`src/wtc_pkg.sv`:
```
// Package for the waypoint turn counter: widths, constants, the CORDIC arctangent
// table and the request struct for the shared CORDIC unit.
// No dependencies.
package wtc_pkg;

  localparam int CORDIC_STEPS = 16;
  localparam int COUNT_WIDTH  = 16;
  localparam int XW           = 36;
  localparam int VW           = 33;

  // reciprocal of 3515625 / 2^22, scaled by 2^54, rounded down and up
  localparam logic [54:0]   BAM_MUL_DN    = 55'd21492014570926740;
  localparam logic [54:0]   BAM_MUL_UP    = 55'd21492014570926741;
  localparam logic [XW-1:0] CORDIC_GAIN   = XW'(652032874);
  localparam logic [15:0]   THRESH_RESET  = 16'd5461;
  localparam logic [31:0]   QUARTER_TURN  = 32'h4000_0000;
  localparam logic [31:0]   HALF_TURN     = 32'h8000_0000;
  localparam logic [31:0]   ROUND_HALF    = 32'h0000_8000;
  localparam logic [15:0]   TURN_HALF     = 16'h8000;

  typedef struct packed {
    logic                 vec;
    logic signed [XW-1:0] x0;
    logic signed [XW-1:0] y0;
    logic [31:0]          z0;
  } cordic_req_t;

  function automatic logic [31:0] atan_bam(input logic [4:0] i);
    logic [31:0] r;
    begin
      case (i)
        5'd0:    r = 32'h20000000;
        5'd1:    r = 32'h12E4051D;
        5'd2:    r = 32'h09FB385B;
        5'd3:    r = 32'h051111D4;
        5'd4:    r = 32'h028B0D43;
        5'd5:    r = 32'h0145D7E1;
        5'd6:    r = 32'h00A2F61E;
        5'd7:    r = 32'h00517C55;
        5'd8:    r = 32'h0028BE53;
        5'd9:    r = 32'h00145F2E;
        5'd10:   r = 32'h000A2F98;
        5'd11:   r = 32'h000517CC;
        5'd12:   r = 32'h00028BE6;
        5'd13:   r = 32'h000145F3;
        5'd14:   r = 32'h0000A2F9;
        5'd15:   r = 32'h0000517C;
        5'd16:   r = 32'h000028BE;
        5'd17:   r = 32'h0000145F;
        5'd18:   r = 32'h00000A2F;
        5'd19:   r = 32'h00000517;
        5'd20:   r = 32'h0000028B;
        5'd21:   r = 32'h00000145;
        5'd22:   r = 32'h000000A2;
        5'd23:   r = 32'h00000051;
        default: r = 32'h0;
      endcase
      return r;
    end
  endfunction

endpackage

```
`src/wtc_cordic.sv`:
```
// Shared iterative CORDIC unit, rotation or vectoring mode, one step per cycle.
// Depends on wtc_pkg.
module wtc_cordic import wtc_pkg::*; (
  input  logic                 clk,
  input  logic                 rst_n,
  input  logic                 start,
  input  cordic_req_t          req,
  output logic                 busy,
  output logic                 done,
  output logic signed [XW-1:0] x,
  output logic signed [XW-1:0] y,
  output logic [31:0]          z
);

  logic signed [XW-1:0] x_r, y_r, xs, ys, x_nxt, y_nxt;
  logic [31:0]          z_r, at, z_nxt;
  logic [4:0]           cnt_r;
  logic                 vec_r, busy_r, done_r, pos;

  always_comb begin
    xs  = x_r >>> cnt_r;
    ys  = y_r >>> cnt_r;
    at  = atan_bam(cnt_r);
    pos = vec_r ? y_r[XW-1] : !z_r[31];
    if (pos) begin
      x_nxt = x_r - ys;
      y_nxt = y_r + xs;
      z_nxt = z_r - at;
    end else begin
      x_nxt = x_r + ys;
      y_nxt = y_r - xs;
      z_nxt = z_r + at;
    end
  end

  always_ff @(posedge clk) begin
    if (!rst_n) begin
      busy_r <= 1'b0;
      done_r <= 1'b0;
      cnt_r  <= '0;
    end else begin
      done_r <= 1'b0;
      if (start) begin
        busy_r <= 1'b1;
        cnt_r  <= '0;
        vec_r  <= req.vec;
        x_r    <= req.x0;
        y_r    <= req.y0;
        z_r    <= req.z0;
      end else if (busy_r) begin
        x_r <= x_nxt;
        y_r <= y_nxt;
        z_r <= z_nxt;
        if (cnt_r == 5'(CORDIC_STEPS - 1)) begin
          busy_r <= 1'b0;
          done_r <= 1'b1;
        end else begin
          cnt_r <= cnt_r + 5'd1;
        end
      end
    end
  end

  assign busy = busy_r;
  assign done = done_r;
  assign x    = x_r;
  assign y    = y_r;
  assign z    = z_r;

endmodule

```
`config.mk`:
```
export PLATFORM = sky130hd
export DESIGN_NAME = wtc_cordic
export DESIGN_NICKNAME = d
export VERILOG_FILES = /design/src/wtc_pkg.sv /design/src/wtc_cordic.sv
export SDC_FILE = /design/constraint.sdc
export NUM_CORES = 1
export LEC_CHECK = 0
export BUFFER_PORTS_ARGS = -buffer_cell sky130_fd_sc_hd__buf_4
export CAP_MARGIN = 20
export CORE_ASPECT_RATIO = 0.8
export CORE_MARGIN = 3
export CORE_UTILIZATION = 61
export DETAILED_ROUTE_END_ITERATION = 6
export PLACE_DENSITY = 0.86
export SLEW_MARGIN = 20
export SYNTH_ARGS = -nofsm -noshare
export SYNTH_HDL_FRONTEND = slang
export SYNTH_SLANG_ARGS = --single-unit
export TNS_END_PERCENT = 50
```
`constraint.sdc`:
```
create_clock -name clk -period 7.17 [get_ports clk]
set_input_delay 1.434 -clock clk [delete_from_list [all_inputs] [get_ports clk]]
set_output_delay 1.434 -clock clk [all_outputs]
set_load 0.02 [all_outputs]
```
==> run metrics <==
Seq cells post-synth approximately 140; number of top-level design ports approximately 210; Post-synth top cells sky130_fd_sc_hd__nand2_1, sky130_fd_sc_hd__o21ai_0, sky130_fd_sc_hd__a21oi_1, sky130_fd_sc_hd__nor2_1, sky130_fd_sc_hd__ha_1; crit-path cells buf_12 > nor3b_1 > a22oi_1 > o21ai_0 > nor2_1 > nand2_1 > nor4_1 > buf_4 > nor2_1 > xor2_1 > ha_1 > a21o_1 > a21o_1 > a21oi_1 > a211oi_1 > nor3b_1 > nor4_1 > o41ai_1 > a21oi_1 > o31a_1; final hold slack 0.542 ns; Gate Count Post-Synth 2209; fmax 148 MHz; post-detailed-route wirelength per cell ~27 um; Synth Warn # 0; pin count of the biggest net entering global routing ~100; aggregate negative setup slack 0 ns; number of buffers between clock root and the deepest sink 2; max_slew headroom about a third; maximum fanout along the worst path between 80 and 90; Fin. Hold Viols 0; Final Critical Period 6.77 ns; ratio of routed vias to standard cells a little over 7; Syn Std Cell Area approximately 19000 um2; number of buffers created by CTS 17; slowest stage cell on the critical path sky130_fd_sc_hd__dfxtp_4; gp weighted congestion between 1 and 1.5; area growth from synthesis to final layout 14.2%; max capacitance violation total 0; CTS Root Buffer Type sky130_fd_sc_hd__clkbuf_16; largest area contributor in the netlist sky130_fd_sc_hd__edfxtp_1; fraction of final layout cells sized beyond drive strength 1 between 20% and 30%; data arrival time of the critical path between 6 and 7 ns; hold-critical path depth 1; core area 30500 um2; multi-input gate area in the final layout 14100 um2; reg-to-reg critical path endpoint x[28]; Synth top area share between 10% and 20%; width of the die 203 um; first-pass GRT wire length 113000 um; share of the clock period used by the worst path after layout 94.4%; Worst EP required ~7.4 ns; count of port buffers added during placement about 210; worst r2r src cnt_r[2]; vias in the first global route between 15000 and 20000; final count of negative-setup-slack endpoints 0; Total Nets Final roughly 2600; transition at the pin with the smallest max-transition slack roughly 0.99 ns; CTS H-Tree Depth 4; most repeated cell in the gate-level netlist after synthesis sky130_fd_sc_hd__nand2_1; result of the run finished with violations; WHS Endpoint done; Std-Cell Rows 57; sequential area share after synthesis about a fifth; starting utilization of the core area about 62%; vias 20306; Avg Synthesized Cell Area ~8.6 um2; standby leakage power 8.66 nW; Sequential Area a little under 4000 um2; overflow left after global routing 0; dominant delay contributor by cell family on the critical path compound AO/OA/AOI/OAI gates; number of pins exceeding their max-slew limit in the final report 0; critical path capture point type register; Reg2Reg Setup Slack 0.40 ns; maximum resistive drop on vdd roughly 0.28 mV; WL final 75000 um; count of flip-flops with a built-in enable after synthesis roughly 110; detailed placer's ending HPWL 56700 um; initial antenna violation count 2; Cell Pwr Density about 370 nW/um2; length in cells of the worst reg-to-reg path 20; final worst clock skew between 0.015 and 0.02 ns; buffering stage count on the worst path with inverters included 2; Synth Flop Type sky130_fd_sc_hd__edfxtp_1; stage delay of the slowest cell on the critical path about 0.6 ns; CTS clk-pin slew, worst paths approximately 0.080 ns; DRC viols 12; detailed router's first-iteration violation count 3112; synth top area cells sky130_fd_sc_hd__edfxtp_1, sky130_fd_sc_hd__mux4_2, sky130_fd_sc_hd__ha_1, sky130_fd_sc_hd__nand2_1, sky130_fd_sc_hd__o21ai_0; Worst Setup Start Kind register; share of flip-flops with an asynchronous set or reset 0%; Clock Sinks about 140; clock tree from TritonCTS built; remaining antenna violation count after routing 0; DRT Pass-1 Iters 7; path type of the worst setup path register to register; setup repair after global routing missed its margin no; Post-Synthesis Net Count roughly 2400; failing checks design-rule violations; count of distinct cell types in the synthesized netlist around 100; DIE AREA ~33000 um2; die extent in y approximately 160 um; Ant. Diodes 0; Worst Hold Class register to register; clock latency on the worst-skew pair about 0.46 ns; fill count between 2000 and 2500; overall global routing resource usage 43.7%; Hold Crit Start busy
==> cell families (layout without fill, tap and decap cells) <==
family / Yosys count / count (layout) / synth area share (%)
AO/OA/AOI/OAI: 725 / 725 / 25.0
buffers and inverters: 196 / 381 / 5.02
XOR/XNOR: 169 / 169 / 7.82
multiplexers: 191 / 191 / 16.5
adder cells (fa/ha/maj): 115 / 115 / 7.72
AND/OR/NAND/NOR: 671 / 671 / 17.4
flip-flops: 142 / 142 / 20.6
==> placed cells by master (no fill, tap or decap), drive strengths merged, types with 37 or more instances in the layout <==
master / n
xor2: 76
nand3: 41
nor2: 146
ha: 112
nand2: 257
xnor2: 93
a21oi: 171
mux4: 91
a21o: 46
buf: 286
nor3: 41
edfxtp: 105
inv: 69
o31ai: 37
o21ai: 189
dfxtp: 37
mux2i: 64
==> worst max path at each step <==
stage / endpoint / slack, ns / from / depth (start not counted)
after floorplan: x[35] / 1.44 / cnt_r[0] / 25
after global placement: x[28] / 0.71 / cnt_r[0] / 19
after detailed placement: y[35] / 0.51 / cnt_r[0] / 21
after CTS: y[35] / 0.42 / cnt_r[0] / 21
after global routing: y[33] / 0.06 / cnt_r[0] / 21
final: x[28] / 0.40 / cnt_r[2] / 20
==> routing by layer <==
metal,vias to the layer above,share of wire (%),track usage [%]
met3,347,14,14.8
li1,8764,-,-
met5,-,0.097,1.04
met4,6,5.3,19.3
met1,9590,38,55.9
met2,1599,43,67.2
==> area by class of cell <==
class                           count  area share, %
Clock buffer                       17           1.97
Clock inverter                     15          0.596
Inverter                           63           1.09
Multi-Input combinational cell   1871           65.4
Sequential cell                   142           18.1
Tap cell                          413           2.39
Timing Repair Buffer              286           10.5
==> metrics by stage <==
step	setup WS, ns	cell area (um2)	total power [mW]	util [%]	cells
6_report	0.404	21600	7.99	71.0	2807
5_1_grt	0.0602	21600	8.45	71.0	2807
4_1_cts	0.418	21500	7.76	70.7	2805
3_5_place_dp	0.512	21000	6.83	68.9	2773
3_3_place_gp	0.714	21000	6.64	68.9	2773
2_1_floorplan	1.44	18900	5.20	-	2209
==> report_power, final <==
part           leakage (nW)  switching, mW  internal, mW
Clock                 0.269          0.459         0.455
Combinational          7.08           3.22          2.31
Sequential             1.31          0.401          1.15
==> flip-flops by register name, summed over array words and instances, names as in the netlist <==
| register | count |
|---|---|
| vec_r | 1 |
| busy | 1 |
| done | 1 |
| y | 36 |
| x | 36 |
| z | 32 |
| at | 30 |
| cnt_r | 5 |
==> what timing repair did <==
| item | in CTS | in global routing |
|---|---|---|
| endpoints found under the setup margin | 0 | 7 |
| endpoints found under the hold margin | 0 | 0 |
| hold buffers | 0 | 0 |
| buffers inserted | 0 | 2 |
| resized for setup | 0 | 2 |
No activity file was read; power rests on OpenSTA's default activity.
